$ cat config.mk
export PLATFORM = sky130hd
export DESIGN_NAME = tae_cell
export DESIGN_NICKNAME = d
export VERILOG_FILES = /design/src/hdl/accel_tilt_angle_encoder_macros.svh /design/src/hdl/tae_pkg.sv /design/src/hdl/tae_cell.sv
export SDC_FILE = /design/constraint.sdc
export NUM_CORES = 1
export LEC_CHECK = 0
export ABC_AREA = 1
export BUFFER_PORTS_ARGS = -buffer_cell sky130_fd_sc_hd__buf_2
export CORE_MARGIN = 1.5
export CORE_UTILIZATION = 55
export DETAILED_ROUTE_END_ITERATION = 16
export PLACE_DENSITY = 0.75
export SYNTH_ARGS = -nofsm -noshare
export SYNTH_HDL_FRONTEND = slang
export SYNTH_SLANG_ARGS = --single-unit
export TNS_END_PERCENT = 100
$ cat constraint.sdc
create_clock -name clk -period 3.33 [get_ports clk]
set_clock_uncertainty 0.2 [all_clocks]
set_input_delay 0.333 -clock clk [delete_from_list [all_inputs] [get_ports clk]]
set_output_delay 0.333 -clock clk [all_outputs]
set_load 0.005 [all_outputs]
$ cat src/hdl/accel_tilt_angle_encoder_macros.svh
// ----------------------------------------------------------------------------
// Tilt angle encoder assertion macros
// Shared concurrent assertion forms, sampled on clk and disabled in reset.
// ----------------------------------------------------------------------------
`ifndef ACCEL_TILT_ANGLE_ENCODER_MACROS_SVH
`define ACCEL_TILT_ANGLE_ENCODER_MACROS_SVH

// Same-cycle implication.
`define TAE_ASSERT_IMP(lbl, ante, cons, msg) \
  lbl: assert property (@(posedge clk) disable iff (rst) (ante) |-> (cons)) \
    else $error(msg);

// Implication after a fixed number of cycles.
`define TAE_ASSERT_DLY(lbl, ante, dly, cons, msg) \
  lbl: assert property (@(posedge clk) disable iff (rst) (ante) |-> ##(dly) (cons)) \
    else $error(msg);

`endif

$ cat src/hdl/tae_pkg.sv
// ----------------------------------------------------------------------------
// Tilt angle encoder package
// Widths, constants, the CORDIC lane type and the arctangent step table.
// ----------------------------------------------------------------------------
package tae_pkg;

  localparam int FRAC_BITS       = 24;
  localparam int CFG_W           = 16;
  localparam int IN_W            = 16;
  localparam int DATA_W          = 18;  // z - offset and extended axis values
  localparam int MAG_W           = 17;  // magnitude of DATA_W values
  localparam int CORDIC_W        = MAG_W + FRAC_BITS + 3;
  localparam int ANGLE_W         = 27;
  localparam int Q_W             = 16;  // centi-units before the divide by 314
  localparam int DEG_W           = 7;
  localparam int CODE_W          = 11;
  localparam int LANES           = 2;
  localparam int SCALE_W         = 15;
  localparam int DIV_W           = 9;

  localparam int CORDIC_STAGES_DEF = 24;
  localparam int SAMPLE_BITS_DEF   = 16;

  localparam logic signed [CFG_W-1:0] Z_OFFSET_RESET = 16'sd1900;
  localparam logic [SCALE_W-1:0]      DEG_SCALE      = 15'd18000;
  localparam logic [DIV_W-1:0]        DEG_DIV        = 9'd314;
  localparam logic [DEG_W-1:0]        DEG_MAX        = 7'd90;
  localparam logic [CODE_W-1:0]       NEG_BIAS       = 11'd1000;
  localparam logic [CODE_W-1:0]       CODE_MAX       = 11'd1090;
  localparam logic [Q_W-1:0]          Q_SAT          = 16'd28574;  // 91 * 314

  typedef struct packed {
    logic                       v_zero;
    logic                       d_zero;
    logic                       neg;
    logic signed [CORDIC_W-1:0] x;
    logic signed [CORDIC_W-1:0] y;
    logic signed [ANGLE_W-1:0]  a;
  } lane_t;

  // round(atan(2^-i) * 2^24)
  function automatic logic signed [ANGLE_W-1:0] atan_step(input int i);
    case (i)
      0:       return 27'sd13176795;
      1:       return 27'sd7778716;
      2:       return 27'sd4110060;
      3:       return 27'sd2086331;
      4:       return 27'sd1047214;
      5:       return 27'sd524117;
      6:       return 27'sd262123;
      7:       return 27'sd131069;
      8:       return 27'sd65536;
      9:       return 27'sd32768;
      10:      return 27'sd16384;
      11:      return 27'sd8192;
      12:      return 27'sd4096;
      13:      return 27'sd2048;
      14:      return 27'sd1024;
      15:      return 27'sd512;
      16:      return 27'sd256;
      17:      return 27'sd128;
      18:      return 27'sd64;
      19:      return 27'sd32;
      20:      return 27'sd16;
      21:      return 27'sd8;
      22:      return 27'sd4;
      23:      return 27'sd2;
      24:      return 27'sd1;
      default: return '0;
    endcase
  endfunction

endpackage

$ cat src/hdl/tae_cell.sv
// ----------------------------------------------------------------------------
// Tilt angle encoder CORDIC cell
// One vectoring micro-rotation for both axis lanes, registered.
// ----------------------------------------------------------------------------
module tae_cell #(
  parameter int STAGE = 0
) (
  input  logic                                clk,
  input  logic                                rst,
  input  logic                                in_valid,
  input  tae_pkg::lane_t [tae_pkg::LANES-1:0] in_lanes,
  output logic                                out_valid,
  output tae_pkg::lane_t [tae_pkg::LANES-1:0] out_lanes
);

  localparam logic signed [tae_pkg::ANGLE_W-1:0] ANG = tae_pkg::atan_step(STAGE);

  tae_pkg::lane_t [tae_pkg::LANES-1:0] lanes_next;
  logic signed [tae_pkg::CORDIC_W-1:0] x_cur [tae_pkg::LANES];
  logic signed [tae_pkg::CORDIC_W-1:0] y_cur [tae_pkg::LANES];
  logic signed [tae_pkg::CORDIC_W-1:0] x_sh  [tae_pkg::LANES];
  logic signed [tae_pkg::CORDIC_W-1:0] y_sh  [tae_pkg::LANES];

  always_comb begin
    for (int l = 0; l < tae_pkg::LANES; l++) begin
      lanes_next[l] = in_lanes[l];
      x_cur[l]      = in_lanes[l].x;
      y_cur[l]      = in_lanes[l].y;
      x_sh[l]       = x_cur[l] >>> STAGE;
      y_sh[l]       = y_cur[l] >>> STAGE;
      // rotate toward the x axis
      if (!y_cur[l][tae_pkg::CORDIC_W-1]) begin
        lanes_next[l].x = x_cur[l] + y_sh[l];
        lanes_next[l].y = y_cur[l] - x_sh[l];
        lanes_next[l].a = in_lanes[l].a + ANG;
      end else begin
        lanes_next[l].x = x_cur[l] - y_sh[l];
        lanes_next[l].y = y_cur[l] + x_sh[l];
        lanes_next[l].a = in_lanes[l].a - ANG;
      end
    end
  end

  always_ff @(posedge clk) begin
    if (rst) begin
      out_valid <= 1'b0;
    end else begin
      out_valid <= in_valid;
    end
    out_lanes <= lanes_next;
  end

endmodule

==> run metrics, run 1 <==
final max-slew violation count 0; Slew @ Worst Pin 1.139 ns; Clock Pin Slew Worst Setup and Hold Paths 0.07 ns; IO Pins 476; Max VDD drop 0.0003456 V; WP data arrival 3.39 ns; Hold Vio Cnt, Final 0; H-tree depth 1; Slew HR 0.2404; First-pass DRT Iterations 8; final cell count without fillers 6,488; post-route worst setup slack 0.1079 ns; Antenna Nets Post-Route 0; Gate power share 0.471; Post-synth EDFFs 0; DPL Wire Length 108,100 um; worst min path class in2reg; Clk pwr share 0.251; Mapped Nets 5,848; Synth area leaders nand2_1 22%, dfxtp_1 16%, ha_1 14%; WS Path Type in2reg; final worst-path cycle share 0.9676; RSZ-0062 raised after global routing false; # rows 85; YS warnings 0; Fmax 310.4 MHz; post-synthesis cell type count 49; layout net count 6,350; core footprint 53,920 um^2; syn avg cell area 5.715 um^2; ys flop type dfxtp_1; top cell type's share of synthesized area 0.2163; Area after DPL 32,980 um^2; layout cell share with drive strength beyond 1 0.1322; Final setup violation count 0; CTS tree yes; synthesized flop and latch total 235; Initial Util 0.5576; crit start category input port; Crit. End Element flop; Setup WS pre-CTS -0.04061 ns; power share of the sequential group 0.279; pwr/cell area 371.6 nW/um^2; mapped cell area 30,070 um^2; postcts setup bufs 0; Pleak 0.01981 uW; min Tclk post-route 3.222 ns; Int Pwr 7030 uW; Post-synth top cells 1,733 x nand2_1, 898 x inv_1, 463 x nor2_1, 448 x nand3_1, 340 x ha_1; clk buf depth 3; number of vias in the routed layout 36,503; Sw Ratio 0.4514; Final Wtd Congestion 1.121; MaxCap Viol Count 0; WL/cell 19.85 um; Placed Cells 6,375; Via-to-Cell Ratio 5.626; most common cell in the netlist nand2_1; initial antenna violation count 13; DR DRC count 0; data required time of the worst path 3.50 ns; die footprint 56,080 um^2; global-route wire length before repair 190,300 um; FFs w/ async S/R, synth 0; clk sinks 235; post-layout util 0.6396; worst-path fanout max 5; die width 236.8 um; outcome completed; Iteration-0 DRC Markers 5,087; Area Overhead vs Synth 14.70%; die height 236.8 um; port bufs 475; sequential area share after synthesis 0.1565; area leader, netlist nand2_1; Cells after Synth 5,261; TritonCTS buffer count 29; vias in the first global route 32,902; fillcell total 5,397; largest net degree at the start of global routing 90; clk root buf clkbuf_16; total congestion overflow 0; Switch Pwr 5784 uW; Total Routing Usage GR 0.4388; Finished Cell Area 34,490 um^2; Routed WL 128,800 um
## final timing paths
kind              slack [ns]            end    startpoint  depth (start not counted)
setup / recovery        0.11  out_lanes[43]  in_lanes[71]                         14
hold / removal          0.02  out_lanes[22]  in_lanes[22]                          3
## stage by stage
stage / hold WS, ns / TNS, ns / power (uW)
finish: 0.01634 / 0 / 12810
global route: 0.04007 / 0 / 13410
CTS: 0.0004928 / 0 / 12530
detailed placement: 0.2375 / -0.08723 / 9280
global placement: 0.2382 / -0.2016 / 9243
floorplan: 0.1607 / 0 / 7024
## worst max-delay path, stage by stage
cell and delay (ns):
dlygate4sd3_1 0.53, buf_2 0.14, ha_1 0.27, fa_1 0.55, inv_2 0.24, nand3_1 0.11
nand3_2 0.26, nand2_1 0.09, nand2_1 0.19, nand2_1 0.11, nand2_1 0.15, nand2_1 0.07
nand3_1 0.08, o21ai_0 0.24
## area by class of cell
class / instances / area, um^2 / area share
diodes: 6 / 15.01 / 0.0004354
clock buffers: 36 / 792.0 / 0.02296
clock inverters: 18 / 153.9 / 0.004462
inverters: 914 / 3433 / 0.09955
multi-input cells: 3993 / 21130 / 0.6126
flip-flops and latches: 235 / 4705 / 0.1364
well taps: 696 / 870.8 / 0.02525
repair buffers: 590 / 3391 / 0.09832
## registers in the layout, summed over array words and instances, names as in the netlist
signal and count:
out_lanes 234, out_valid 1
## logic make-up after synthesis
logic type	after synthesis	share of synthesized area
AO/OA/AOI/OAI	670	0.1248
XOR/XNOR	93	0.02709
adder cells (fa/ha/maj)	348	0.1468
buffers and inverters	1033	0.1415
flip-flops	235	0.1565
multiplexers	4	0.001332
AND/OR/NAND/NOR	2878	0.4020
## repair_timing
action / CTS / global route
gates resized for setup: 0 / 5
setup endpoints to repair: 0 / 15
hold endpoints to repair: 50 / 0
hold buffers: 53 / 0
## power by group through the flow
stage	clock network, uW	registers, uW	logic [uW]
floorplan	0	3610	3410
global placement	0	3600	5640
detailed placement	0	3610	5670
CTS	3230	3560	5750
global route	3330	3600	6480
finish	3210	3570	6030
## cells in the final DEF, fill, tap and decap left out, types with 11 or more instances in the layout
master,Yosys,final
buf_4,54,63
buf_2,26,473
nor2_4,11,11
xnor2_1,18,18
dlygate4sd3_1,0,53
o22ai_1,21,21
inv_2,14,13
inv_1,898,897
nor2_1,463,463
o21bai_1,70,70
nand2_2,35,35
o21ai_1,22,20
o21ai_0,181,181
nor3_2,11,11
nand3_1,448,447
o21a_1,13,13
xor2_1,75,75
nor2_2,58,58
nand2_1,1733,1733
a21oi_1,318,318
clkbuf_16,0,29
o21ai_2,10,11
dfxtp_1,235,235
nand4_1,50,50
ha_1,340,340
nor3_1,28,28
## routing by layer
layer,global-route usage,vias up,routed length (um)
met5,0,-,84
met3,0.1448,357,19000
met2,0.6363,2382,50660
met1,0.5986,16368,53540
li1,-,17384,-
met4,0.1645,12,5510
Note: power is estimated with default switching activity, not from simulation.
==> inputs of run 2 (changes only) <==
- HOLD_SLACK_MARGIN: default -> 0.06
==> run 2 against run 1 <==
  * Critical endpoint is now out_lanes[87]
  * First-iteration DRC count is essentially flat
  * Largest cell class unchanged
  * Sequential power about the same
  * Clock power about the same
  * Highest routed layer unchanged
  * Combinational power increased by 0.7%
==> run metrics, run 2 (synthesis results as in run 1) <==
postcts setup bufs 0; Clock Pin Slew Worst Setup and Hold Paths 0.06 ns; Sw Ratio 0.4521; port bufs 475; DPL Wire Length 108,100 um; DR DRC count 0; Area Overhead vs Synth 15.38%; Slew HR 0.2608; First-pass DRT Iterations 7; Top reg by flops out_lanes; Critical Path Start in_lanes[71]; commonest non-fill, non-tap cell in the layout nand2_1; post-route worst setup slack 0.03563 ns; Setup WS pre-CTS -0.04061 ns; max FFs per register 234; Int Pwr 7049 uW; WS Path Type in2reg; Regs by FF count out_lanes: 234 flops, out_valid: 1 flops; Clk pwr share 0.250; IO Pins 476; Switch Pwr 5817 uW; WP data arrival 3.53 ns; Via-to-Cell Ratio 5.633; cell repeated most along the worst path nand2_1; Worst path slowest cell fa_1; final max-slew violation count 0; H-tree depth 1; Crit path max-delay family compound AO/OA/AOI/OAI gates; Crit. End Element flop; power share of the sequential group 0.278; pwr/cell area 370.9 nW/um^2; min Tclk post-route 3.294 ns; layout net count 6,371; most frequent cells in the layout 1,733 x nand2_1, 897 x inv_1, 473 x buf_2; Final setup violation count 0; total chip power 12,870 uW; TritonCTS buffer count 29; Gate power share 0.472; outcome completed; Hold Vio Cnt, Final 0; worst-path fanout max 6; # rows 85; biggest cell delay along the critical path 0.58 ns; number of vias in the routed layout 36,668; Pleak 0.01990 uW; Slew @ Worst Pin 1.109 ns; Setup crit end out_lanes[87]; CP cell instances dlygate4sd3_1 -> buf_2 -> inv_1 -> ha_1 -> fa_1 -> o21ai_2 -> nand2_1 -> nand2_1 -> nand2_1 -> nand2_1 -> o21ai_0 -> o22ai_1; Initial Util 0.5576; Final Wtd Congestion 1.121; layout cell share with drive strength beyond 1 0.1317; vias in the first global route 33,059; final worst-path cycle share 0.9893; Routed WL 130,100 um; Iteration-0 DRC Markers 5,084; CTS tree yes; MaxCap Viol Count 0; core footprint 53,920 um^2; data required time of the worst path 3.56 ns; post-layout util 0.6434; initial antenna violation count 13; clk sinks 235; Fmax 303.5 MHz; crit start category input port; Total Routing Usage GR 0.4434; clk buf depth 3; worst path bufs/invs 3; Antenna Nets Post-Route 0; clk root buf clkbuf_16; die width 236.8 um; WL/cell 19.98 um; global-route wire length before repair 191,900 um; Max VDD drop 0.0003438 V; total congestion overflow 0; die footprint 56,080 um^2; Crit path depth 12; hold path cells 4; Min Hold Slack 0.08955 ns; largest net degree at the start of global routing 90; die height 236.8 um; worst min path class in2reg
run 2: cell types whose count changed in the layout (fill, tap and decap cells not counted):
| cell | delta |
|---|---|
| diode_2 | +1 |
| dlygate4sd3_1 | +21 |
| o21ai_4 | -1 |
| o21ai_2 | +1 |
run 2: stage by stage:
step / setup TNS (ns) / std cells / area (um^2)
floorplan: 0 / 5261 / 30070
global placement: -0.2016 / 6375 / 32980
detailed placement: -0.08723 / 6375 / 32980
CTS: 0 / 6503 / 34660
global route: -0.007985 / 6507 / 34690
finish: 0 / 6510 / 34690
run 2: per-layer routing:
layer	up-vias	share of wire	global-route usage
li1	17429	-	-
met1	16473	0.41	0.6000
met2	2396	0.39	0.6423
met3	356	0.15	0.1539
met4	14	0.044	0.1684
met5	-	0.00071	0
run 2: layout make-up:
| type | count | area (um^2) |
|---|---|---|
| Antenna cell | 7 | 17.52 |
| Clock buffer | 36 | 792.0 |
| Clock inverter | 18 | 153.9 |
| Fill cell | 5343 | 19230 |
| Inverter | 914 | 3433 |
| Multi-Input combinational cell | 3993 | 21120 |
| Sequential cell | 235 | 4705 |
| Tap cell | 696 | 870.8 |
| Timing Repair Buffer | 611 | 3601 |
run 2: worst min path at each step:
stage	from	end	slack, ns
2_1_floorplan	in_lanes[115]	out_lanes[115]	0.16
3_3_place_gp	in_lanes[233]	out_lanes[233]	0.24
3_5_place_dp	in_lanes[233]	out_lanes[233]	0.24
4_1_cts	in_lanes[143]	out_lanes[143]	0.07
5_1_grt	in_lanes[143]	out_lanes[143]	0.10
6_report	in_lanes[143]	out_lanes[143]	0.09
run 2: repair_timing:
item / CTS / global route
endpoints found under the setup margin: 0 / 15
resized for setup: 0 / 4
hold endpoints to repair: 68 / 0
hold buffers: 74 / 0
run 2: power by group through the flow:
stage / Clock (uW) / Combinational (uW) / Sequential [uW]
2_1_floorplan: 0 / 3410 / 3610
3_3_place_gp: 0 / 5640 / 3600
3_5_place_dp: 0 / 5670 / 3610
4_1_cts: 3230 / 5770 / 3560
5_1_grt: 3330 / 6520 / 3600
6_report: 3220 / 6070 / 3580
