==> config.mk <==
export PLATFORM = sky130hd
export DESIGN_NAME = tae_code
export DESIGN_NICKNAME = d
export VERILOG_FILES = /design/src/hdl/accel_tilt_angle_encoder_macros.svh /design/src/hdl/tae_pkg.sv /design/src/hdl/tae_code.sv
export SDC_FILE = /design/constraint.sdc
export NUM_CORES = 1
export LEC_CHECK = 0
export ABC_CLOCK_PERIOD_IN_PS = 11460
export BUFFER_PORTS_ARGS = -buffer_cell sky130_fd_sc_hd__buf_2
export CAP_MARGIN = 20
export CORE_MARGIN = 2
export CORE_UTILIZATION = 50
export CTS_CLUSTER_SIZE = 12
export DETAILED_ROUTE_END_ITERATION = 8
export PLACE_DENSITY = 0.74
export SLEW_MARGIN = 20
export SYNTH_ARGS = -nofsm -noshare
export SYNTH_HDL_FRONTEND = slang
export SYNTH_SLANG_ARGS = --single-unit
==> constraint.sdc <==
create_clock -name clk -period 11.46 [get_ports clk]
set_clock_uncertainty 0.15 [all_clocks]
set_input_delay 0.573 -clock clk [delete_from_list [all_inputs] [get_ports clk]]
set_output_delay 0.573 -clock clk [all_outputs]
set_load 0.02 [all_outputs]
==> src/hdl/accel_tilt_angle_encoder_macros.svh <==
// ----------------------------------------------------------------------------
// Tilt angle encoder assertion macros
// Shared concurrent assertion forms, sampled on clk and disabled in reset.
// ----------------------------------------------------------------------------
`ifndef ACCEL_TILT_ANGLE_ENCODER_MACROS_SVH
`define ACCEL_TILT_ANGLE_ENCODER_MACROS_SVH

// Same-cycle implication.
`define TAE_ASSERT_IMP(lbl, ante, cons, msg) \
  lbl: assert property (@(posedge clk) disable iff (rst) (ante) |-> (cons)) \
    else $error(msg);

// Implication after a fixed number of cycles.
`define TAE_ASSERT_DLY(lbl, ante, dly, cons, msg) \
  lbl: assert property (@(posedge clk) disable iff (rst) (ante) |-> ##(dly) (cons)) \
    else $error(msg);

`endif

==> src/hdl/tae_pkg.sv <==
// ----------------------------------------------------------------------------
// Tilt angle encoder package
// Widths, constants, the CORDIC lane type and the arctangent step table.
// ----------------------------------------------------------------------------
package tae_pkg;

  localparam int FRAC_BITS       = 24;
  localparam int CFG_W           = 16;
  localparam int IN_W            = 16;
  localparam int DATA_W          = 18;  // z - offset and extended axis values
  localparam int MAG_W           = 17;  // magnitude of DATA_W values
  localparam int CORDIC_W        = MAG_W + FRAC_BITS + 3;
  localparam int ANGLE_W         = 27;
  localparam int Q_W             = 16;  // centi-units before the divide by 314
  localparam int DEG_W           = 7;
  localparam int CODE_W          = 11;
  localparam int LANES           = 2;
  localparam int SCALE_W         = 15;
  localparam int DIV_W           = 9;

  localparam int CORDIC_STAGES_DEF = 24;
  localparam int SAMPLE_BITS_DEF   = 16;

  localparam logic signed [CFG_W-1:0] Z_OFFSET_RESET = 16'sd1900;
  localparam logic [SCALE_W-1:0]      DEG_SCALE      = 15'd18000;
  localparam logic [DIV_W-1:0]        DEG_DIV        = 9'd314;
  localparam logic [DEG_W-1:0]        DEG_MAX        = 7'd90;
  localparam logic [CODE_W-1:0]       NEG_BIAS       = 11'd1000;
  localparam logic [CODE_W-1:0]       CODE_MAX       = 11'd1090;
  localparam logic [Q_W-1:0]          Q_SAT          = 16'd28574;  // 91 * 314

  typedef struct packed {
    logic                       v_zero;
    logic                       d_zero;
    logic                       neg;
    logic signed [CORDIC_W-1:0] x;
    logic signed [CORDIC_W-1:0] y;
    logic signed [ANGLE_W-1:0]  a;
  } lane_t;

  // round(atan(2^-i) * 2^24)
  function automatic logic signed [ANGLE_W-1:0] atan_step(input int i);
    case (i)
      0:       return 27'sd13176795;
      1:       return 27'sd7778716;
      2:       return 27'sd4110060;
      3:       return 27'sd2086331;
      4:       return 27'sd1047214;
      5:       return 27'sd524117;
      6:       return 27'sd262123;
      7:       return 27'sd131069;
      8:       return 27'sd65536;
      9:       return 27'sd32768;
      10:      return 27'sd16384;
      11:      return 27'sd8192;
      12:      return 27'sd4096;
      13:      return 27'sd2048;
      14:      return 27'sd1024;
      15:      return 27'sd512;
      16:      return 27'sd256;
      17:      return 27'sd128;
      18:      return 27'sd64;
      19:      return 27'sd32;
      20:      return 27'sd16;
      21:      return 27'sd8;
      22:      return 27'sd4;
      23:      return 27'sd2;
      24:      return 27'sd1;
      default: return '0;
    endcase
  endfunction

endpackage

==> src/hdl/tae_code.sv <==
// ----------------------------------------------------------------------------
// Tilt angle encoder code stage
// Turn a CORDIC angle into whole degrees and the signed tilt code.
// Two register stages: scale, then divide by 314 and encode.
// ----------------------------------------------------------------------------
module tae_code (
  input  logic                          clk,
  input  tae_pkg::lane_t                in_lane,
  output logic [tae_pkg::CODE_W-1:0]    code
);

  localparam int POS_W  = tae_pkg::ANGLE_W - 1;
  localparam int PROD_W = POS_W + tae_pkg::SCALE_W;

  logic [POS_W-1:0]           a_pos;
  logic [PROD_W-1:0]          prod;
  logic [tae_pkg::Q_W-1:0]    q;
  logic                       v_zero;
  logic                       d_zero;
  logic                       neg;
  logic [tae_pkg::Q_W-1:0]    rem;
  logic [tae_pkg::Q_W-1:0]    trial;
  logic [tae_pkg::DEG_W-1:0]  deg;
  logic [tae_pkg::CODE_W-1:0] deg_ext;
  logic [tae_pkg::CODE_W-1:0] code_next;

  // Stage 1: clamp negative angles to zero and scale by 18000 / 2^24.
  always_comb begin
    a_pos = in_lane.a[tae_pkg::ANGLE_W-1] ? '0 : in_lane.a[POS_W-1:0];
    prod  = PROD_W'(a_pos) * PROD_W'(tae_pkg::DEG_SCALE);
  end

  always_ff @(posedge clk) begin
    q      <= prod[tae_pkg::FRAC_BITS +: tae_pkg::Q_W];
    v_zero <= in_lane.v_zero;
    d_zero <= in_lane.d_zero;
    neg    <= in_lane.neg;
  end

  // Stage 2: restoring divide by 314, saturate at 90, encode.
  always_comb begin
    rem   = q;
    deg   = '0;
    trial = '0;
    if (q >= tae_pkg::Q_SAT) begin
      deg = tae_pkg::DEG_MAX;
    end else begin
      for (int k = tae_pkg::DEG_W - 1; k >= 0; k--) begin
        trial = tae_pkg::Q_W'(tae_pkg::DEG_DIV) << k;
        if (rem >= trial) begin
          rem    = rem - trial;
          deg[k] = 1'b1;
        end
      end
    end
    if (d_zero) begin
      deg = tae_pkg::DEG_MAX;
    end
    deg_ext = tae_pkg::CODE_W'(deg);
    if (v_zero) begin
      code_next = tae_pkg::NEG_BIAS;
    end else if (!neg && (deg != '0)) begin
      code_next = deg_ext;
    end else begin
      code_next = tae_pkg::NEG_BIAS + deg_ext;
    end
  end

  always_ff @(posedge clk) begin
    code <= code_next;
  end

endmodule

==> results.md, run 1 <==
- CP Launch Type: register
- TritonCTS Buffers: 5
- Syn Area/Cell: 8.298 µm²
- Most common cell on crit path: ha_1
- TritonRoute pass-1 iters: 6
- Initial Util: 0.5087
- Share of synthesized registers carrying an async set or reset: 0
- Die Y-Extent: 133.7 µm
- Yosys warning total: 0
- Top-area cell type share of the netlist area: 0.2233
- Num ports: 130
- Number of DRC markers in iteration 0: 574
- Ranking of synthesized cells by area: ha_1 22%, fa_1 15%, dfxtp_1 6.9%, inv_1 6.7%, nor2_1 3.0%
- Number of synthesized flops with an enable pin: 0
- Post-synthesis compound-gate area fraction: 0.2444
- Max-slew violation count: 0
- Period utilisation layout: 0.7970
- Wire length per cell: 15.61 µm
- Area grow syn2layout: 5.850%
- TritonCTS clock tree: done
- Vias per inst: 5.966
- Synthesized instance count: 1013
- Initial antenna violation count: 0
- Placed instance area: 8721 µm²
- Die X: 133.7 µm
- Mux cell area share after synthesis: 0.008931
- Reg2Reg Setup Slack: 2.33 ns
- Multi-input gate area: 7063 µm²
- N_diodes: 0
- Post-cts repair resize count: 0
- Grt total ovfl: 0
- Worst-path clk slew: 0.05 ns
- Cell Rows: 47
- Layout cells sized above 1: 0.1002
- I/O Buffers: 41
- Clk Tree Root Cell: clkbuf_16
- CP Max Fanout: 14
- Worst skew pair latency: 0.28 ns
- WL final: 19.49 mm
- Kind of critical path: register to register
- Final #Nets: 1358
- Worst path required time: 11.50 ns
- GP Congestion: 0.8763
- Cell area after synthesis: 8406 µm²
- Largest family of logic cells by synthesized area: adder cells
- H-tree depth: 2
- Vias in the first global route: 7127
- DRC viols: 0
- Post-DP HPWL: 16.07 mm
- Cell family with most CP delay: compound AO/OA/AOI/OAI gates
- Fillers: 1552
- Design Area, Final: 8897 µm²
- Final Hold Fails: 0
- Pin count of the biggest net entering global routing: 27
- Die Footprint: 17860 µm²
- CP startpoint: q[7]
- Core area: 16520 µm²
- Post-DRT Antenna Nets: 0
- Xor and xnor area share after synthesis: 0.03409
- Slew margin rel.: 0.3657
- Max clock buf depth: 2
- Main synth FF type: dfxtp_1
- Setup_tns: 0 ns
- MaxCap Viol Count: 0
- Critical Path End Type: register
- Synth Register Bits: 29
- CP arrival: 9.17 ns
- Via Count: 7446
- Reg-to-Reg Start: q[7]
- Mapped Nets: 1344
- Distinct cells, synth: 103
- Post-CTS setup buffers: 0
- Worst hold path class: primary input to register
- Min-delay src: in_lane[117]
- CP max stage cell: a31oi_2
- Status: completed
- Adder-cell share of the synthesized area: 0.3709
- CTS hold repair buffers: 0
- Area leader, netlist: ha_1
- F_max: 0.1095 GHz
- Least-Margin Pin Slew: 0.9450 ns
- Register area share after synthesis: 0.06907
- Total clock sinks: 29
- Gr usage total: 0.2256
- Final setup viols: 0
- Crit path largest cell delay: 0.59 ns
- First-pass GRT wire length: 33.78 mm
- Register area: 580.6 µm²
- Post-layout min period: 9.134 ns
- Worst Path Buf+Inv: 2
- RSZ-0062 raised after global routing: false
- Simple-gate share of the synthesized area: 0.1819
[worst paths after layout]
check             endpoint  cells after the start
setup / recovery   code[3]                     30
hold / removal      v_zero                      1
setup reg to reg   code[3]                     30
hold reg to reg    code[1]                      1
[worst reg2reg max path, delay by kind of cell, from the launching register on]
family                   cells  cell delay [ns]
XOR/XNOR                     2             0.44
flip-flops                   1             0.58
adder cells (fa/ha/maj)      3             0.97
multiplexers                 2             0.73
AO/OA/AOI/OAI               12             4.06
buffers and inverters        2             0.38
AND/OR/NAND/NOR              9             1.75
[cells by family (layout without fill, tap and decap cells)]
| logic type | Yosys count | in the layout |
|---|---|---|
| buf+inv | 189 | 204 |
| simple gates | 283 | 283 |
| fa+ha+maj | 212 | 212 |
| mux | 7 | 7 |
| flops | 29 | 29 |
| compound gates | 262 | 262 |
| xor+xnor | 31 | 31 |
[state kept, by name, summed over array words and instances (netlist names)]
| name | count |
|---|---|
| code | 10 |
| d_zero | 1 |
| q | 16 |
| neg | 1 |
| v_zero | 1 |
[metrics by stage]
stage / instances / util / hold slack, ns / worst slack, ns
2_1_floorplan: 1013 / - / 0.3733 / 3.281
3_3_place_gp: 1240 / 0.5278 / 0.4211 / 2.695
3_5_place_dp: 1240 / 0.5278 / 0.4277 / 2.558
4_1_cts: 1248 / 0.5384 / 0.2348 / 2.512
5_1_grt: 1248 / 0.5384 / 0.2414 / 1.584
6_report: 1248 / 0.5384 / 0.2407 / 2.326
[routing by layer]
layer | vias up | global-route usage | routed length, µm
met3 | 31 | 0.01142 | 761
met1 | 3514 | 0.3082 | 9026
met2 | 214 | 0.3889 | 9317
met5 | - | 0 | 0
met4 | 0 | 0.06265 | 380
li1 | 3687 | - | -
[cell usage after synthesis, drive strengths merged, types with 5 or more instances]
cell type,number
nand2,47
or2,8
and3,9
or3,11
inv,150
o21ai,50
xnor2,23
xor2,8
ha,150
a221oi,7
a2111oi,9
a211oi,19
a21oi,43
buf,25
o21a,10
a31oi,9
a21o,11
o211ai,12
and2,7
fa,62
nor4,10
nor3,36
nor2b,29
nand3,19
nand4,5
clkbuf,13
o31a,10
nor2,69
nor4b,6
mux2i,6
o31ai,13
o22ai,6
nand2b,8
dfxtp,29
[layout make-up]
cell class | count | share of cell area
flip-flops and latches | 29 | 0.06525
multi-input cells | 795 | 0.7938
well taps | 220 | 0.03094
clock inverters | 2 | 0.004219
clock buffers | 6 | 0.01561
inverters | 151 | 0.06370
repair buffers | 45 | 0.02644
[placed cells by master, fill, tap and decap left out, types with 5 or more instances in the layout]
cell	count
or3_1	11
ha_1	150
mux2i_1	6
clkbuf_16	5
o22ai_1	6
a31oi_1	8
buf_2	41
fa_1	62
o211ai_1	11
a221oi_1	6
xor2_1	7
a21oi_1	38
nor2_1	67
xnor2_1	22
o21ai_1	9
nor4b_1	6
and2_1	7
nand2b_1	8
or2_2	5
nand3_1	19
dfxtp_1	29
nor4_1	6
inv_1	150
o21a_1	9
o31ai_1	10
and3_1	9
nand2_1	47
nand4_1	5
o21ai_0	41
nor3_1	35
a21o_1	11
a211oi_1	17
nor2b_1	29
o31a_1	9
Power of run 1 is left out: the tool's default activity adds up to more than one toggle a clock period on the data nets, which glitch-free logic cannot reach.
==> run 2, diff against run 1 <==
--- a/config.mk
+++ b/config.mk
@@ -5,7 +5,7 @@
 export SDC_FILE = /design/constraint.sdc
 export NUM_CORES = 1
 export LEC_CHECK = 0
-export ABC_CLOCK_PERIOD_IN_PS = 11460
+export ABC_CLOCK_PERIOD_IN_PS = 8900
 export BUFFER_PORTS_ARGS = -buffer_cell sky130_fd_sc_hd__buf_2
 export CAP_MARGIN = 20
 export CORE_MARGIN = 2
==> constraint.sdc (replaced) <==
create_clock -name clk -period 8.9 [get_ports clk]
set_clock_uncertainty 0.15 [all_clocks]
set_input_delay 0.445 -clock clk [delete_from_list [all_inputs] [get_ports clk]]
set_output_delay 0.445 -clock clk [all_outputs]
set_load 0.02 [all_outputs]
==> run 2 against run 1 <==
Maximum frequency up 11%. Cell count rose by 0.88%. Setup slack got worse by 1.7 ns. Die area is the same. Cell area up 0.82%. Critical endpoint is now code[8].
==> results.md, run 2 (synthesis results as in run 1) <==
- Die Y-Extent: 133.7 µm
- Core area: 16520 µm²
- Max-slew violation count: 0
- Worst hold path class: primary input to register
- Least-Margin Pin Slew: 0.9543 ns
- Most frequent cells in the layout: 150 x inv_1, 149 x ha_1, 67 x nor2_1, 62 x fa_1, 47 x nand2_1
- Reg with most FFs: q
- Area grow syn2layout: 6.713%
- Global Route met2 Usage: 0.3823
- Status: completed
- Total clock sinks: 29
- Vias per inst: 5.884
- Max clock buf depth: 2
- Post-layout min period: 8.239 ns
- Kind of critical path: register to register
- GR Layer Usage met3: 0.01104
- Initial Util: 0.5087
- First-pass GRT wire length: 33.22 mm
- TritonRoute pass-1 iters: 8
- Final #Nets: 1369
- Period utilisation layout: 0.9257
- Critical Path End Type: register
- Num ports: 130
- CTS hold repair buffers: 0
- Layout cells sized above 1: 0.1174
- Grt peak-use layer: met2
- Wire length per cell: 15.21 µm
- CP Launch Type: register
- Crit path largest cell delay: 0.66 ns
- CP Max Fanout: 12
- Most common cell after layout, fill and taps aside: inv_1
- Gr usage total: 0.2207
- Final setup viols: 0
- Cell Rows: 47
- Met1 track demand over resource: 0.3047
- Number of DRC markers in iteration 0: 558
- Largest registers: q x16, code x10
- Post-DRT Antenna Nets: 0
- Reg2Reg Setup Slack: 0.66 ns
- Via Count: 7408
- Pin count of the biggest net entering global routing: 27
- Max FFs per register: 16
- TritonCTS clock tree: done
- CP max stage cell: dfxtp_1
- Initial antenna violation count: 0
- Final Hold Fails: 0
- Die X: 133.7 µm
- Worst-path clk slew: 0.05 ns
- Post-DP HPWL: 15.90 mm
- Die Footprint: 17860 µm²
- GP Congestion: 0.8760
- Setup_tns: 0 ns
- WL final: 19.15 mm
- N_diodes: 0
- H-tree depth: 2
- DRC viols: 0
- I/O Buffers: 41
- Worst path required time: 8.94 ns
- Worst skew pair latency: 0.27 ns
- F_max: 0.1214 GHz
- Vias in the first global route: 7158
- TritonCTS Buffers: 5
- CP arrival: 8.27 ns
- MaxCap Viol Count: 0
- Slew margin rel.: 0.3595
- Grt total ovfl: 0
- Clk Tree Root Cell: clkbuf_16
==> run 2: changes by cell type in the layout (fill, tap and decap cells not counted), moves of 2 or more <==
cell	change
dfxtp_2	+3
a211oi_2	+2
clkinv_2	+2
buf_4	+11
dfxtp_1	-3
a211oi_1	-2
==> run 2: critical path, delay by kind of cell (launching register included) <==
kind	cells	cell delay, ns
xor+xnor	2	0.50
mux	1	0.36
flops	1	0.66
compound gates	16	4.48
fa+ha+maj	2	0.55
buf+inv	1	0.06
simple gates	6	1.38
==> run 2: metal layers <==
layer | routed length [µm] | vias up
li1 | - | 3701
met1 | 8940 | 3464
met2 | 9092 | 223
met3 | 854 | 20
met4 | 261 | 0
met5 | 0 | -
==> run 2: cell type report <==
type,count,area [µm²]
multi-input cells,795,7087
fillers,1503,7555
inverters,151,566.8
repair buffers,56,317.8
well taps,220,275.3
flip-flops and latches,29,584.3
clock inverters,2,10.01
clock buffers,6,128.9
==> run 2: final timing paths <==
path | to | from | cells past startpoint
min | d_zero | in_lane[116] | 1
max | code[8] | q[9] | 28
min reg2reg | code[4] | neg | 2
max reg2reg | code[8] | q[9] | 28
==> run 2: repair_timing <==
item,CTS,global route
endpoints found under the hold margin,0,0
resized for setup,0,12
buffers inserted,0,0
setup endpoints to repair,0,8
==> run 2: stage by stage <==
| stage | setup WS (ns) | area [µm²] | utilization | std cells | hold WS [ns] |
|---|---|---|---|---|---|
| after floorplan | 0.7213 | 8406 | - | 1013 | 0.3227 |
| after global placement | 0.4790 | 8803 | 0.5327 | 1251 | 0.3999 |
| after detailed placement | 0.2807 | 8803 | 0.5327 | 1251 | 0.3996 |
| after CTS | 0.2323 | 8942 | 0.5412 | 1259 | 0.1135 |
| after global routing | -0.01684 | 8970 | 0.5428 | 1259 | 0.1232 |
| final | 0.6612 | 8970 | 0.5428 | 1259 | 0.1188 |
Power of run 2 is left out for the same reason.
==> run 3, diff against run 2 <==
--- a/config.mk
+++ b/config.mk
@@ -8,7 +8,6 @@
 export ABC_CLOCK_PERIOD_IN_PS = 8900
 export BUFFER_PORTS_ARGS = -buffer_cell sky130_fd_sc_hd__buf_2
 export CAP_MARGIN = 20
-export CORE_MARGIN = 2
 export CORE_UTILIZATION = 50
 export CTS_CLUSTER_SIZE = 12
 export DETAILED_ROUTE_END_ITERATION = 8
==> run 3 against run 2 <==
Maximum frequency down 1.1%. Critical path depth is 3 higher. Die area down 3.0%. Routed wire length is 0.89% higher. Core utilization grew 0.25 points. First-iteration DRC count down 15%. Non-clock buffer count rose by 1. Critical endpoint is now code[6].
==> results.md, run 3 (synthesis results as in run 1) <==
- Num ports: 130
- Core area: 16520 µm²
- Worst path required time: 8.91 ns
- TritonCTS Buffers: 5
- Via Count: 7462
- Max-slew violation count: 0
- MaxCap Viol Count: 0
- Post-DRT Antenna Nets: 0
- Die Y-Extent: 131.7 µm
- CP Launch Type: register
- Most frequent cells in the layout: 150 x inv_1, 150 x ha_1, 67 x nor2_1, 62 x fa_1, 47 x nand2_1
- Met3 WL: 581 µm
- Grt total ovfl: 0
- CTS hold repair buffers: 0
- Initial antenna violation count: 0
- Initial Util: 0.5087
- WL met1: 9.165 mm
- Die X: 131.7 µm
- Vias in the first global route: 7155
- Max clock buf depth: 2
- WL final: 19.32 mm
- Final setup viols: 0
- F_max: 0.1200 GHz
- Most common cell on crit path: ha_1
- N_diodes: 0
- Slew margin rel.: 0.3366
- CP Max Fanout: 9
- I/O Buffers: 41
- First-pass GRT wire length: 33.08 mm
- Post-CTS setup buffers: 0
- CP max stage cell: dfxtp_1
- Die Footprint: 17330 µm²
- GP Congestion: 0.8702
- Cell family with most CP delay: compound AO/OA/AOI/OAI gates
- Reg with most FFs: q
- Largest registers: q x16, code x10
- Worst Path Buf+Inv: 3
- Cell Rows: 47
- Layout cells sized above 1: 0.1192
- Pin count of the biggest net entering global routing: 27
- Max FFs per register: 16
- RSZ-0062 raised after global routing: false
- WL met2: 9.126 mm
- Post-cts repair resize count: 0
- CP arrival: 8.34 ns
- Least-Margin Pin Slew: 0.9884 ns
- Post-layout min period: 8.333 ns
- Post-DP HPWL: 16.08 mm
- Status: completed
- Clk Tree Root Cell: clkbuf_16
- Final #Nets: 1370
- TritonRoute pass-1 iters: 5
- Vias per inst: 5.922
- Worst-case hold slack: 0.1172 ns
- Crit path largest cell delay: 0.51 ns
- Number of DRC markers in iteration 0: 477
- Period utilisation layout: 0.9362
- Worst skew pair latency: 0.28 ns
- Wire length per cell: 15.33 µm
- Total clock sinks: 29
- Critical Path End Type: register
- Setup_tns: 0 ns
- DRC viols: 0
- Worst-path clk slew: 0.05 ns
- Area grow syn2layout: 7.204%
- Gr usage total: 0.2281
- Worst hold path class: primary input to register
- Top routing layer used: met4
- Final Hold Fails: 0
- TritonCTS clock tree: done
- Kind of critical path: register to register
- H-tree depth: 2
- Fillers: 1517
- Inst Count DP: 1252
- Non-filler instance count after layout: 1260
==> run 3: metrics by stage <==
stage,utilization,instance area (µm²),setup slack (ns)
CTS,0.5427,8969,0.3763
global placement,0.5332,8811,0.4467
finish,0.5453,9011,0.5674
detailed placement,0.5332,8811,0.4100
global route,0.5453,9011,0.03429
floorplan,-,8406,0.7213
==> run 3: per-layer routing <==
metal,vias to the layer above,track usage
li1,3704,-
met1,3563,0.3069
met2,165,0.3904
met3,30,0.008488
met4,0,0.07881
met5,-,0
==> run 3: area by class of cell <==
| class | count | area (µm²) | share of cell area |
|---|---|---|---|
| inverters | 151 | 566.8 | 0.06290 |
| well taps | 220 | 275.3 | 0.03055 |
| multi-input cells | 795 | 7102 | 0.7881 |
| clock buffers | 7 | 152.6 | 0.01694 |
| clock inverters | 1 | 5.005 | 0.0005554 |
| repair buffers | 57 | 325.3 | 0.03610 |
| flip-flops and latches | 29 | 584.3 | 0.06484 |
==> run 3: final timing paths <==
path / cells past startpoint / slack [ns] / from / endpoint
worst min register to register: 1 / 0.43 / v_zero / code[1]
worst max register to register: 31 / 0.57 / q[8] / code[6]
worst min-delay path: 1 / 0.12 / in_lane[116] / d_zero
worst max-delay path: 31 / 0.57 / q[8] / code[6]
Power of run 3 is left out for the same reason.
